**config.mk**
```make
export PLATFORM = sky130hd
export DESIGN_NAME = grid_obstacle_section_select
export DESIGN_NICKNAME = d
export VERILOG_FILES = /design/src/sv/gos_pkg.sv /design/src/sv/grid_obstacle_section_select.sv /design/src/sv/gos_cfg_regs.sv /design/src/sv/gos_datapath.sv /design/src/sv/gos_ctrl.sv
export VERILOG_INCLUDE_DIRS = /design/src /design/src/sv
export SDC_FILE = /design/constraint.sdc
export NUM_CORES = 2
export LEC_CHECK = 0
export BUFFER_PORTS_ARGS = -buffer_cell sky130_fd_sc_hd__buf_2
export CORE_MARGIN = 2
export CORE_UTILIZATION = 58
export CTS_CLUSTER_DIAMETER = 150
export CTS_CLUSTER_SIZE = 8
export DETAILED_ROUTE_END_ITERATION = 10
export MAX_ROUTING_LAYER = met4
export PLACE_DENSITY_LB_ADDON = 0.25
export SLEW_MARGIN = 20
export SYNTH_ARGS = -nofsm -noshare
export SYNTH_HDL_FRONTEND = slang
export SYNTH_SLANG_ARGS = --single-unit
```
**constraint.sdc**
```tcl
create_clock -name clk -period 7.93 [get_ports clk]
set_clock_uncertainty 0.1 [all_clocks]
set_input_delay 0 -clock clk [delete_from_list [all_inputs] [get_ports clk]]
set_output_delay 0 -clock clk [all_outputs]
set_load 0.05 [all_outputs]
```
**src/sv/grid_obstacle_section_select_assert.svh**
```systemverilog
// Assertion macros shared by the grid obstacle section selector modules.
// The including module must have signals named clk and arst_n in scope.
`ifndef GRID_OBSTACLE_SECTION_SELECT_ASSERT_SVH
`define GRID_OBSTACLE_SECTION_SELECT_ASSERT_SVH

// Same-cycle implication, checked outside reset.
`define GOS_ASSERT_SAME(label, ante, cons, msg) \
	label: assert property (@(posedge clk) disable iff (!arst_n) (ante) |-> (cons)) \
		else $error(msg);

// Next-cycle implication, checked outside reset.
`define GOS_ASSERT_NEXT(label, ante, cons, msg) \
	label: assert property (@(posedge clk) disable iff (!arst_n) (ante) |=> (cons)) \
		else $error(msg);

`endif

```
**src/sv/gos_pkg.sv**
```systemverilog
// Shared types, constants and helper functions of the grid obstacle section selector.
// Used by the register block, the controller, the datapath and the top level.
package gos_pkg;

	localparam int SIZE_W       = 13;
	localparam int DISP_THR_W   = 8;
	localparam int PCT_W        = 7;
	localparam int SEC_W        = 4;
	localparam int NUM_SECTIONS = 9;
	localparam int GRID_DIM     = 3;
	localparam int CNT_W        = 21;
	localparam int NUM_W        = CNT_W + 7;
	localparam int DIV_STEPS    = 7;
	localparam int STEP_W       = 3;
	localparam int DEN_W        = CNT_W + DIV_STEPS - 1;
	localparam int APB_ADDR_W   = 4;
	localparam int APB_DATA_W   = 32;

	localparam logic [CNT_W-1:0] CNT_MAX      = {CNT_W{1'b1}};
	localparam logic [PCT_W-1:0] PERCENT_FULL = 7'd100;
	localparam logic [NUM_W-1:0] PERCENT_MUL  = NUM_W'(100);
	localparam logic [SEC_W-1:0] LAST_SECTION = SEC_W'(NUM_SECTIONS - 1);
	localparam logic [SIZE_W-1:0] MIN_SIZE    = 13'd3;

	// x/3 as a multiply by ceil(2^17/3); exact for x below 2^15.
	localparam logic [16:0] RECIP3      = 17'd43691;
	localparam int          RECIP3_SHIFT = 17;

	localparam int DEF_MAX_WIDTH      = 4096;
	localparam int DEF_MAX_HEIGHT     = 4096;
	localparam int DEF_DISPARITY_BITS = 8;

	localparam logic [SIZE_W-1:0]     RST_FRAME_WIDTH   = 13'd1280;
	localparam logic [SIZE_W-1:0]     RST_FRAME_HEIGHT  = 13'd720;
	localparam logic [DISP_THR_W-1:0] RST_DISP_THR      = 8'd120;
	localparam logic [PCT_W-1:0]      RST_PCT_THR       = 7'd20;

	typedef enum logic [1:0] {
		REG_FRAME_WIDTH  = 2'd0,
		REG_FRAME_HEIGHT = 2'd1,
		REG_DISP_THR     = 2'd2,
		REG_PCT_THR      = 2'd3
	} gos_reg_t;

	typedef enum logic [2:0] {
		S_IDLE,
		S_LOAD,
		S_DIV,
		S_NEXT,
		S_DONE
	} gos_state_t;

	typedef struct packed {
		logic [SIZE_W-1:0] size_w;
		logic [SIZE_W-1:0] size_h;
		logic [SIZE_W-1:0] b1_w;
		logic [SIZE_W-1:0] b2_w;
		logic [SIZE_W-1:0] b1_h;
		logic [SIZE_W-1:0] b2_h;
	} gos_geom_t;

	typedef struct packed {
		logic             div_load;
		logic             div_step;
		logic             best_update;
		logic             publish;
		logic [SEC_W-1:0] sec_idx;
	} gos_cmd_t;

	typedef struct packed {
		logic frame_end_s1;
		logic out_free;
	} gos_status_t;

	function automatic logic [SIZE_W-1:0] div3(input logic [SIZE_W:0] x);
		logic [SIZE_W+17:0] p;
		p = (SIZE_W+18)'(x) * (SIZE_W+18)'(RECIP3);
		return SIZE_W'(p >> RECIP3_SHIFT);
	endfunction

	function automatic logic [SIZE_W-1:0] clamp_size(input logic [SIZE_W-1:0] v,
		input logic [SIZE_W:0] maxv);
		logic [SIZE_W-1:0] r;
		if (v < MIN_SIZE) begin
			r = MIN_SIZE;
		end else if ({1'b0, v} > maxv) begin
			r = SIZE_W'(maxv);
		end else begin
			r = v;
		end
		return r;
	endfunction

endpackage

```
**src/sv/grid_obstacle_section_select.sv**
```systemverilog
// Grid obstacle section selector. Disparity pixels arrive in raster order, one
// transaction per pixel, and are counted per cell of a 3x3 grid (boundaries at 0,
// size/3 and 2*size/3 of the clamped frame size), both in total and where the
// disparity exceeds disparity_threshold. Within a frame a pixel is taken every
// clock. The last pixel of a frame starts the end-of-frame sweep: each of the nine
// sections in turn goes through a shared 7-step restoring divider (load, 7 steps,
// compare), and pixel input is stalled from then until the result is published. The
// result sits in an output register, so the next frame streams in while it waits;
// only the following frame end waits for it to be taken. Input is also stalled in
// the cycle after reset and after each register write while the grid boundaries
// are recomputed. Depends on gos_pkg.
module grid_obstacle_section_select #(
	parameter int MAX_WIDTH      = gos_pkg::DEF_MAX_WIDTH,
	parameter int MAX_HEIGHT     = gos_pkg::DEF_MAX_HEIGHT,
	parameter int DISPARITY_BITS = gos_pkg::DEF_DISPARITY_BITS
) (
	input  logic                           clk,
	input  logic                           arst_n,
	input  logic                           psel,
	input  logic                           penable,
	input  logic                           pwrite,
	input  logic [gos_pkg::APB_ADDR_W-1:0] paddr,
	input  logic [gos_pkg::APB_DATA_W-1:0] pwdata,
	output logic [gos_pkg::APB_DATA_W-1:0] prdata,
	output logic                           pready,
	input  logic                           in_valid,
	output logic                           in_stall,
	input  logic [DISPARITY_BITS-1:0]      disparity,
	output logic                           out_valid,
	input  logic                           out_stall,
	output logic [gos_pkg::SEC_W-1:0]      selected_section,
	output logic                           none_clear,
	output logic [gos_pkg::PCT_W-1:0]      min_percent
);
	import gos_pkg::*;

	gos_geom_t             geom;
	logic [DISP_THR_W-1:0] disp_thr;
	logic [PCT_W-1:0]      pct_thr;
	logic                  cfg_busy;
	gos_cmd_t              cmd;
	gos_status_t           status;
	logic                  in_accept;

	assign in_accept = in_valid & ~in_stall;

	gos_cfg_regs #(
		.MAX_WIDTH  (MAX_WIDTH),
		.MAX_HEIGHT (MAX_HEIGHT)
	) u_cfg (
		.clk      (clk),
		.arst_n   (arst_n),
		.psel     (psel),
		.penable  (penable),
		.pwrite   (pwrite),
		.paddr    (paddr),
		.pwdata   (pwdata),
		.prdata   (prdata),
		.pready   (pready),
		.geom     (geom),
		.disp_thr (disp_thr),
		.pct_thr  (pct_thr),
		.cfg_busy (cfg_busy)
	);

	gos_ctrl u_ctrl (
		.clk      (clk),
		.arst_n   (arst_n),
		.status   (status),
		.cfg_busy (cfg_busy),
		.cmd      (cmd),
		.in_stall (in_stall)
	);

	gos_datapath #(
		.MAX_WIDTH      (MAX_WIDTH),
		.MAX_HEIGHT     (MAX_HEIGHT),
		.DISPARITY_BITS (DISPARITY_BITS)
	) u_dp (
		.clk              (clk),
		.arst_n           (arst_n),
		.in_accept        (in_accept),
		.disparity        (disparity),
		.geom             (geom),
		.disp_thr         (disp_thr),
		.pct_thr          (pct_thr),
		.cmd              (cmd),
		.status           (status),
		.out_stall        (out_stall),
		.out_valid        (out_valid),
		.selected_section (selected_section),
		.none_clear       (none_clear),
		.min_percent      (min_percent)
	);

endmodule

```
**src/sv/gos_cfg_regs.sv**
```systemverilog
// Configuration registers behind the APB port, plus the registered frame geometry
// (clamped sizes and grid boundaries) derived from them. Depends on gos_pkg.
module gos_cfg_regs #(
	parameter int MAX_WIDTH  = gos_pkg::DEF_MAX_WIDTH,
	parameter int MAX_HEIGHT = gos_pkg::DEF_MAX_HEIGHT
) (
	input  logic                                clk,
	input  logic                                arst_n,
	input  logic                                psel,
	input  logic                                penable,
	input  logic                                pwrite,
	input  logic [gos_pkg::APB_ADDR_W-1:0]      paddr,
	input  logic [gos_pkg::APB_DATA_W-1:0]      pwdata,
	output logic [gos_pkg::APB_DATA_W-1:0]      prdata,
	output logic                                pready,
	output gos_pkg::gos_geom_t                  geom,
	output logic [gos_pkg::DISP_THR_W-1:0]      disp_thr,
	output logic [gos_pkg::PCT_W-1:0]           pct_thr,
	output logic                                cfg_busy
);
	import gos_pkg::*;

	logic [SIZE_W-1:0]     frame_width_q;
	logic [SIZE_W-1:0]     frame_height_q;
	logic [DISP_THR_W-1:0] disp_thr_q;
	logic [PCT_W-1:0]      pct_thr_q;
	logic                  cfg_dirty_q;
	gos_geom_t             geom_q;
	gos_reg_t              reg_idx;
	logic                  wr_en;
	logic [SIZE_W-1:0]     w_clamped;
	logic [SIZE_W-1:0]     h_clamped;

	assign pready  = 1'b1;
	assign wr_en   = psel & penable & pwrite;
	assign reg_idx = gos_reg_t'(paddr[3:2]);

	always_ff @(posedge clk or negedge arst_n) begin
		if (!arst_n) begin
			frame_width_q  <= RST_FRAME_WIDTH;
			frame_height_q <= RST_FRAME_HEIGHT;
			disp_thr_q     <= RST_DISP_THR;
			pct_thr_q      <= RST_PCT_THR;
		end else if (wr_en) begin
			unique case (reg_idx)
				REG_FRAME_WIDTH:  frame_width_q  <= pwdata[SIZE_W-1:0];
				REG_FRAME_HEIGHT: frame_height_q <= pwdata[SIZE_W-1:0];
				REG_DISP_THR:     disp_thr_q     <= pwdata[DISP_THR_W-1:0];
				REG_PCT_THR:      pct_thr_q      <= pwdata[PCT_W-1:0];
				default:          ;
			endcase
		end
	end

	always_comb begin
		unique case (reg_idx)
			REG_FRAME_WIDTH:  prdata = APB_DATA_W'(frame_width_q);
			REG_FRAME_HEIGHT: prdata = APB_DATA_W'(frame_height_q);
			REG_DISP_THR:     prdata = APB_DATA_W'(disp_thr_q);
			REG_PCT_THR:      prdata = APB_DATA_W'(pct_thr_q);
			default:          prdata = '0;
		endcase
	end

	// The geometry is one register stage behind the size registers, so the
	// pixel input is held off for the cycle after any write (and after reset).
	always_ff @(posedge clk or negedge arst_n) begin
		if (!arst_n) begin
			cfg_dirty_q <= 1'b1;
		end else begin
			cfg_dirty_q <= wr_en;
		end
	end

	assign w_clamped = clamp_size(frame_width_q, (SIZE_W+1)'(MAX_WIDTH));
	assign h_clamped = clamp_size(frame_height_q, (SIZE_W+1)'(MAX_HEIGHT));

	always_ff @(posedge clk) begin
		geom_q.size_w <= w_clamped;
		geom_q.size_h <= h_clamped;
		geom_q.b1_w   <= div3({1'b0, w_clamped});
		geom_q.b2_w   <= div3({w_clamped, 1'b0});
		geom_q.b1_h   <= div3({1'b0, h_clamped});
		geom_q.b2_h   <= div3({h_clamped, 1'b0});
	end

	assign geom     = geom_q;
	assign disp_thr = disp_thr_q;
	assign pct_thr  = pct_thr_q;
	assign cfg_busy = cfg_dirty_q;

endmodule

```
**src/sv/gos_datapath.sv**
```systemverilog
// Datapath: pixel position tracking, per-section counters, the restoring
// percentage divider, minimum search and the result register. Depends on gos_pkg.
`include "grid_obstacle_section_select_assert.svh"

module gos_datapath #(
	parameter int MAX_WIDTH      = gos_pkg::DEF_MAX_WIDTH,
	parameter int MAX_HEIGHT     = gos_pkg::DEF_MAX_HEIGHT,
	parameter int DISPARITY_BITS = gos_pkg::DEF_DISPARITY_BITS
) (
	input  logic                           clk,
	input  logic                           arst_n,
	input  logic                           in_accept,
	input  logic [DISPARITY_BITS-1:0]      disparity,
	input  gos_pkg::gos_geom_t             geom,
	input  logic [gos_pkg::DISP_THR_W-1:0] disp_thr,
	input  logic [gos_pkg::PCT_W-1:0]      pct_thr,
	input  gos_pkg::gos_cmd_t              cmd,
	output gos_pkg::gos_status_t           status,
	input  logic                           out_stall,
	output logic                           out_valid,
	output logic [gos_pkg::SEC_W-1:0]      selected_section,
	output logic                           none_clear,
	output logic [gos_pkg::PCT_W-1:0]      min_percent
);
	import gos_pkg::*;

	localparam int POS_W_BITS = (MAX_WIDTH > 1) ? $clog2(MAX_WIDTH) : 1;
	localparam int POS_H_BITS = (MAX_HEIGHT > 1) ? $clog2(MAX_HEIGHT) : 1;
	localparam int CMP_W      = (DISPARITY_BITS > DISP_THR_W) ? DISPARITY_BITS : DISP_THR_W;

	logic [POS_W_BITS-1:0] col_q;
	logic [POS_H_BITS-1:0] row_q;
	logic [SIZE_W-1:0]     col_ext, row_ext, col_eff, row_eff, w_m1, h_m1;
	logic                  row_end, frame_end;
	logic [1:0]            band_c, band_r;
	logic [SEC_W-1:0]      sec;
	logic                  above;

	logic                  valid_s1;
	logic                  frame_end_s1;
	logic [SEC_W-1:0]      sec_s1;
	logic                  above_s1;

	logic [CNT_W-1:0]      pix_cnt_q   [NUM_SECTIONS];
	logic [CNT_W-1:0]      above_cnt_q [NUM_SECTIONS];

	logic [NUM_W-1:0]      num_q;
	logic [DEN_W-1:0]      den_q;
	logic [PCT_W-1:0]      quo_q;
	logic                  zero_q;
	logic                  ge;
	logic [PCT_W-1:0]      pct;
	logic [PCT_W-1:0]      best_pct_q;
	logic [SEC_W-1:0]      best_idx_q;

	logic                  out_valid_q;
	logic [SEC_W-1:0]      sel_q;
	logic                  none_clear_q;
	logic [PCT_W-1:0]      min_pct_q;

	// Position of the incoming pixel; positions past the end of a row or of
	// the frame are taken as that end.
	assign w_m1    = geom.size_w - 1'b1;
	assign h_m1    = geom.size_h - 1'b1;
	assign col_ext = SIZE_W'(col_q);
	assign row_ext = SIZE_W'(row_q);
	assign col_eff = (col_ext < geom.size_w) ? col_ext : w_m1;
	assign row_eff = (row_ext < geom.size_h) ? row_ext : h_m1;
	assign row_end   = (col_eff == w_m1);
	assign frame_end = row_end && (row_eff == h_m1);

	assign band_c = (col_eff < geom.b1_w) ? 2'd0 : (col_eff < geom.b2_w) ? 2'd1 : 2'd2;
	assign band_r = (row_eff < geom.b1_h) ? 2'd0 : (row_eff < geom.b2_h) ? 2'd1 : 2'd2;
	assign sec    = SEC_W'(band_r) * SEC_W'(GRID_DIM) + SEC_W'(band_c);
	assign above  = CMP_W'(disparity) > CMP_W'(disp_thr);

	always_ff @(posedge clk or negedge arst_n) begin
		if (!arst_n) begin
			col_q <= '0;
			row_q <= '0;
		end else if (in_accept) begin
			if (frame_end) begin
				col_q <= '0;
				row_q <= '0;
			end else if (row_end) begin
				col_q <= '0;
				row_q <= POS_H_BITS'(row_eff + 1'b1);
			end else begin
				col_q <= POS_W_BITS'(col_eff + 1'b1);
				row_q <= POS_H_BITS'(row_eff);
			end
		end
	end

	always_ff @(posedge clk or negedge arst_n) begin
		if (!arst_n) begin
			valid_s1     <= 1'b0;
			frame_end_s1 <= 1'b0;
		end else begin
			valid_s1     <= in_accept;
			frame_end_s1 <= in_accept & frame_end;
		end
	end

	always_ff @(posedge clk) begin
		sec_s1   <= sec;
		above_s1 <= above;
	end

	// One saturating counter pair per section; each sees only its own enable.
	for (genvar i = 0; i < NUM_SECTIONS; i++) begin : g_cnt
		always_ff @(posedge clk or negedge arst_n) begin
			if (!arst_n) begin
				pix_cnt_q[i]   <= '0;
				above_cnt_q[i] <= '0;
			end else if (cmd.publish) begin
				pix_cnt_q[i]   <= '0;
				above_cnt_q[i] <= '0;
			end else if (valid_s1 && sec_s1 == SEC_W'(i)) begin
				if (pix_cnt_q[i] != CNT_MAX) begin
					pix_cnt_q[i] <= pix_cnt_q[i] + 1'b1;
				end
				if (above_s1 && above_cnt_q[i] != CNT_MAX) begin
					above_cnt_q[i] <= above_cnt_q[i] + 1'b1;
				end
			end
		end
	end

	// Restoring division of above*100 by the pixel count. The quotient never
	// exceeds 100, so seven quotient bits cover it, one per step.
	assign ge  = num_q >= NUM_W'(den_q);
	assign pct = zero_q ? PERCENT_FULL : quo_q;

	always_ff @(posedge clk) begin
		if (cmd.div_load) begin
			num_q  <= NUM_W'(above_cnt_q[cmd.sec_idx]) * PERCENT_MUL;
			den_q  <= {pix_cnt_q[cmd.sec_idx], {(DIV_STEPS-1){1'b0}}};
			quo_q  <= '0;
			zero_q <= (pix_cnt_q[cmd.sec_idx] == '0);
		end else if (cmd.div_step) begin
			if (ge) begin
				num_q <= num_q - NUM_W'(den_q);
			end
			den_q <= den_q >> 1;
			quo_q <= {quo_q[PCT_W-2:0], ge};
		end
	end

	// The first section always loads; later ones replace it only when strictly lower.
	always_ff @(posedge clk) begin
		if (cmd.best_update && (cmd.sec_idx == '0 || pct < best_pct_q)) begin
			best_pct_q <= pct;
			best_idx_q <= cmd.sec_idx;
		end
	end

	always_ff @(posedge clk or negedge arst_n) begin
		if (!arst_n) begin
			out_valid_q <= 1'b0;
		end else if (cmd.publish) begin
			out_valid_q <= 1'b1;
		end else if (!out_stall) begin
			out_valid_q <= 1'b0;
		end
	end

	always_ff @(posedge clk) begin
		if (cmd.publish) begin
			sel_q        <= best_idx_q;
			none_clear_q <= !(best_pct_q < pct_thr);
			min_pct_q    <= best_pct_q;
		end
	end

	assign status.frame_end_s1 = valid_s1 & frame_end_s1;
	assign status.out_free     = !out_valid_q || !out_stall;

	assign out_valid        = out_valid_q;
	assign selected_section = sel_q;
	assign none_clear       = none_clear_q;
	assign min_percent      = min_pct_q;

	`GOS_ASSERT_NEXT(a_publish_shows, cmd.publish, out_valid_q, "published result not valid")
	`GOS_ASSERT_SAME(a_pct_range, out_valid_q, min_pct_q <= PERCENT_FULL && sel_q <= LAST_SECTION, "result out of range")
	for (genvar k = 0; k < NUM_SECTIONS; k++) begin : g_chk
		`GOS_ASSERT_SAME(a_above_le_pix, 1'b1, above_cnt_q[k] <= pix_cnt_q[k], "above count exceeds pixel count")
	end

endmodule

```
**src/sv/gos_ctrl.sv**
```systemverilog
// Controller state machine: holds off pixels during end-of-frame work or cfg_busy and
// sequences the per-section divider, minimum search and result hand-off. Depends on gos_pkg.
`include "grid_obstacle_section_select_assert.svh"

module gos_ctrl (
	input  logic                 clk,
	input  logic                 arst_n,
	input  gos_pkg::gos_status_t status,
	input  logic                 cfg_busy,
	output gos_pkg::gos_cmd_t    cmd,
	output logic                 in_stall
);
	import gos_pkg::*;

	gos_state_t        state_q, state_d;
	logic [SEC_W-1:0]  sec_idx_q;
	logic [STEP_W-1:0] step_q;
	logic              sweep_start;
	logic              in_sweep;
	logic              last_next;

	always_ff @(posedge clk or negedge arst_n) begin
		if (!arst_n) begin
			state_q   <= S_IDLE;
			sec_idx_q <= '0;
			step_q    <= '0;
		end else begin
			state_q <= state_d;
			if (state_q == S_IDLE) begin
				sec_idx_q <= '0;
			end else if (state_q == S_NEXT) begin
				sec_idx_q <= sec_idx_q + 1'b1;
			end
			if (state_q == S_DIV) begin
				step_q <= step_q + 1'b1;
			end else begin
				step_q <= '0;
			end
		end
	end

	always_comb begin
		state_d = state_q;
		unique case (state_q)
			S_IDLE: begin
				if (status.frame_end_s1) state_d = S_LOAD;
			end
			S_LOAD: state_d = S_DIV;
			S_DIV: begin
				if (step_q == STEP_W'(DIV_STEPS - 1)) state_d = S_NEXT;
			end
			S_NEXT: begin
				state_d = (sec_idx_q == LAST_SECTION) ? S_DONE : S_LOAD;
			end
			S_DONE: begin
				if (status.out_free) state_d = S_IDLE;
			end
			default: state_d = S_IDLE;
		endcase
	end

	always_comb begin
		cmd.div_load    = 1'b0;
		cmd.div_step    = 1'b0;
		cmd.best_update = 1'b0;
		cmd.publish     = 1'b0;
		cmd.sec_idx     = sec_idx_q;
		in_stall        = 1'b1;
		unique case (state_q)
			S_IDLE: in_stall = status.frame_end_s1 | cfg_busy;
			S_LOAD: cmd.div_load = 1'b1;
			S_DIV:  cmd.div_step = 1'b1;
			S_NEXT: cmd.best_update = 1'b1;
			S_DONE: cmd.publish = status.out_free;
			default: ;
		endcase
	end

	// The section index passes the last section on the way to S_DONE, and the
	// step count runs one past the last step on the way to S_NEXT.
	assign sweep_start = (state_q == S_IDLE) && status.frame_end_s1;
	assign in_sweep    = (state_q == S_LOAD) || (state_q == S_DIV) || (state_q == S_NEXT);
	assign last_next   = (state_q == S_NEXT) && (sec_idx_q == LAST_SECTION);

	`GOS_ASSERT_NEXT(a_frame_end_starts, sweep_start, state_q == S_LOAD, "sweep did not start")
	`GOS_ASSERT_SAME(a_sec_range, in_sweep, sec_idx_q <= LAST_SECTION, "section out of range")
	`GOS_ASSERT_SAME(a_step_range, state_q == S_DIV, step_q < STEP_W'(DIV_STEPS), "step out of range")
	`GOS_ASSERT_NEXT(a_done_after_last, last_next, state_q == S_DONE, "sweep did not finish")

endmodule
```
==> reports/qor_table.md <==
| Step | Quantity | Value |
| --- | --- | --- |
| worst setup path | Buffers plus inverters on the worst setup path | 5 |
| min path | Path type of the worst min-delay path | input pin to flip-flop |
| power | Proportion of power drawn by the clock network | 0.213 |
| die | Total Die Area | 0.0749 mm² |
| yosys | Synthesized netlist cell count | 4408 |
| layout | Antenna cells | 0 |
| sta | Min Clock Period, post-route | 7150 ps |
| clock network | Buffers from clock root to sink, at most | 3 |
| worst setup path | Critical path required time | 8410 ps |
| sta | Post-route clock period utilization | 0.901 |
| worst setup path | CP max stage delay | 560 ps |
| yosys | Fraction of synthesis flops using an asynchronous set or reset pin | 0.762 |
| clock network | Library cell used as clock root buffer | clkbuf_16 |
| drt | Remaining design rule violation count | 0 |
| yosys | Synthesized flop and latch total | 600 |
| clock network | TritonCTS clock tree | yes |
| drt | DR WL/cell | 18.8 µm |
| power | Power per cell area | 343 mW/mm² |
| power | Switching Power | 0.00673 W |
| sta | Worst slew margin | 0.158 |
| yosys | Synthesized area | 0.0422 mm² |
| clock network | Clk sinks | 600 |
| power | Pint | 0.00909 W |
| global routing | Met1 Use GR | 0.396 |
| yosys | Cell types with the highest counts after synthesis | nor2_1, inv_1, dfrtp_1 |
| drt | Initial drt markers | 2986 |
| worst setup path | Critical Path Most Common Cell | inv_1 |
| drt | Vias | 32200 |
| layout | Number of nets in the final layout | 4997 |
| yosys | Leading cell type by number of instances after synthesis | nor2_1 |
| die | Die span in x | 274 µm |
| global routing | M2 GR Usage | 0.450 |
| die | Starting Density | 0.588 |
| worst setup path | Kind of cell adding the most delay to the critical path | adder cells |
| die | Total number of placement rows | 98 |
| sta | Final Setup Violations | 0 |
| sta | Hold Fails Final Rpt | 0 |
| drt | First-pass iteration count of the detailed router | 6 |
| clock network | Clock latency of the later-clocked register in the worst-skew pair | 650 ps |
| worst setup path | Master of the slowest instance on the critical path | fa_1 |
| worst setup path | Critical-path maximum fanout | 4 |
| sta | Total negative slack | 0 ps |
| placed design | Placed Cells incl. Taps | 5308 |
| yosys | Cell type contributing the most total cell area after synthesis | dfrtp_1 |
| yosys | Syn avg cell area | 9.58 µm² |
| yosys | Number of enable flip-flop cells after synthesis | 71 |
| drt | Antenna Violating Nets Remaining | 0 |
| layout | Synth-to-Final Area Change | 9.18% |
| placed design | Weighted congestion at the end of routability-driven global placement | 0.926 |
| yosys | Commonest register cell after synthesis | dfrtp_1 |
| worst setup path | Critical Path Source Type | flip-flop |
| layout | Share of the core filled with cells in the final layout | 0.642 |
| global routing | Via count of the first global-routing pass | 31800 |
| global routing | Global-route wire length before repair | 168000 µm |
| placed design | Dpl hpwl | 76000 µm |
| yosys | Syn. warnings | 0 |
| sta | Max Transition Viols Final | 0 |
| placed design | Count of input and output buffers | 56 |
| global routing | Routing layer with the top usage in global route | met2 |
| drt | Via/cell ratio | 5.88 |
| sta | Setup repair after global routing missed its margin | no |
| flow run | Max-cap violations | 0 |
| die | Std-Cell Core Area | 0.0717 mm² |
| layout | Final cell count without fillers | 5467 |
| global routing | Number of antenna violations at the first check in global routing | 0 |
| power | Comb power frac | 0.517 |
| clock network | CTS Buf Count | 84 |
| yosys | Fraction of synthesized cell area taken by the top area cell type | 0.263 |
| global routing | Met3 track utilization from global routing | 0.0462 |
| die | Die height | 274 µm |
| yosys | Proportion of synthesized chip area in sequential cells | 0.356 |
| yosys | Distinct cell type count after synthesis | 85 |
| global routing | Total routing usage reported by global routing | 0.288 |
| yosys | Synth top area cells | dfrtp_1, ha_1, fa_1 |
| clock network | Clock-pin slew of the registers on the worst-case setup and hold paths | 50 ps |
| power | Proportion of power drawn by flip-flops and latches | 0.270 |
| worst setup path | Critical path endpoint category | flip-flop |
| worst setup path | Crit Path Class | flip-flop to flip-flop |
| power | Sw Ratio | 0.426 |
| worst setup path | Worst endpoint data arrival time | 7620 ps |
| power | Post-layout power | 0.0158 W |
| clock network | Post-cts sizing count | 0 |
| clock network | H-tree levels | 3 |
| global routing | Overflow left after global routing | 0 |
| sta | Maximum operating frequency | 140 MHz |
| drt | Final wirelength | 103000 µm |
| sta | Actual slew at the worst max-slew pin | 1250 ps |
| outcome | Status | finished clean |
| die | I/O pin count | 98 |
| power | Maximum vdd ir drop | 273 µV |
| layout | Share of final-layout standard cells stronger than drive strength 1 | 0.0841 |
| power | Lkg Pwr | 21.2 nW |
| global routing | Pin count of the biggest net entering global routing | 161 |
## cells in the final DEF (no fill, tap or decap), types with 15 or more instances in the layout
cell,synthesis,layout
nand2_1,350,350
a21oi_1,157,156
dfxtp_1,72,72
mux2i_1,77,77
a21o_1,41,41
o21a_1,26,26
or2_2,17,17
dfrtp_1,444,441
xnor2_1,187,187
and3_1,61,61
buf_4,20,30
o31ai_1,18,17
nand2b_1,26,26
ha_1,360,360
edfxtp_1,71,71
o21ai_0,183,183
nor3_1,54,54
inv_1,455,454
nor2b_1,43,43
o22ai_1,19,19
clkbuf_16,0,84
or3_1,52,52
mux2_2,52,52
and4_1,35,35
nand4_1,108,108
and2_1,27,27
nor4_1,23,23
mux4_2,91,91
clkbuf_1,112,45
buf_2,9,55
fa_1,119,119
conb_1,2,20
a31oi_1,15,15
nand3_1,148,148
xor2_1,230,230
nor2_1,502,502
dlygate4sd3_1,0,22
## metal layers
layer,vias up,wire length [µm]
met5,-,0
met2,965,47300
li1,15300,-
met1,15700,46500
met3,187,6800
met4,0,2330
## power by group through the flow
| stage | Clock, W | Sequential, W | Combinational (W) |
|---|---|---|---|
| 4_1_cts | 0.00342 | 0.00425 | 0.00823 |
| 6_report | 0.00337 | 0.00427 | 0.00818 |
| 5_1_grt | 0.00355 | 0.00433 | 0.00947 |
| 3_5_place_dp | 0 | 0.00430 | 0.00813 |
| 2_1_floorplan | 0 | 0.00405 | 0.00630 |
| 3_3_place_gp | 0 | 0.00428 | 0.00791 |
## registers in the layout (all words and copies together) (netlist names), 3 cells and up
signal	count
u_cfg.frame_width_q	13
u_dp.sec_s1	4
u_dp.best_pct_q	7
u_dp.den_q	27
u_dp.best_idx_q	4
u_dp.selected_section	4
u_dp.num_q	28
u_cfg.disp_thr	8
u_dp.min_percent	7
u_dp.col_q	12
u_dp.above_cnt_q	189
u_cfg.pct_thr	7
u_ctrl.step_q	3
u_ctrl.sec_idx_q	4
u_cfg.geom	52
u_dp.row_q	12
u_ctrl.state_q	3
u_dp.quo_q	7
u_cfg.frame_height_q	13
u_dp.pix_cnt_q	189
## worst reg2reg max path, stage by stage, from the launching register on
cell       delay (ps)
dfrtp_1           400
nor4_1            440
nand3_1           210
o31ai_1           360
and2_1            270
ha_1              300
ha_1              300
inv_1             100
fa_1              560
inv_1              60
fa_1              520
inv_1              50
fa_1              540
inv_1              40
ha_1              310
and4_1            230
and3b_1           170
a211o_1           300
o31ai_1           260
buf_4             170
a2bb2oi_1         240
o21ai_0           220
a311o_1           420
a21o_1            210
a21oi_1           170
xnor2_1           130
## per-stage QoR
stage | area [µm²] | hold slack, ps | setup WS (ps)
4_1_cts | 46100 | 16.2 | 804
5_1_grt | 46100 | 50.1 | 370
3_3_place_gp | 43400 | -32.1 | 931
2_1_floorplan | 42300 | -396 | 1280
3_5_place_dp | 43400 | -21.0 | 797
6_report | 46100 | 55.1 | 782
## what timing repair did
action,CTS,global route
hold endpoints to repair,200,0
setup buffers,0,0
hold buffers,23,0
## final timing paths
kind | startpoint | end | slack, ps | cells past startpoint
max in group asynchronous | arst_n | u_cfg.frame_width_q[2] | 5760 | 5
hold / removal | pwdata[8] | u_cfg.frame_height_q[8] | 60 | 3
setup reg to reg | u_cfg.frame_width_q[3] | u_cfg.geom[50] | 780 | 25
setup / recovery | u_cfg.frame_width_q[3] | u_cfg.geom[50] | 780 | 25
hold reg to reg | u_dp.quo_q[6] | u_dp.quo_q[6] | 360 | 2
min in group asynchronous | arst_n | u_dp.pix_cnt_q[26] | 500 | 4
## kinds of logic (layout without fill, tap and decap cells)
family,count (synthesis),in the layout,share of synthesized area
flip-flops,600,600,0.356
other,2,20,0.000178
AND/OR/NAND/NOR,1485,1485,0.168
multiplexers,220,220,0.0807
AO/OA/AOI/OAI,593,593,0.0889
buffers and inverters,612,703,0.0567
adder cells (fa/ha/maj),479,479,0.163
XOR/XNOR,417,417,0.0865
## final cells by class
class	instances	area [µm²]
Fill cell	5721	25700
Clock buffer	129	2270
Multi-Input combinational cell	3214	24900
Clock inverter	7	163
Tap cell	950	1190
Timing Repair Buffer	111	803
Inverter	456	1720
Sequential cell	600	15000
Power figures use the tool's default switching activity.
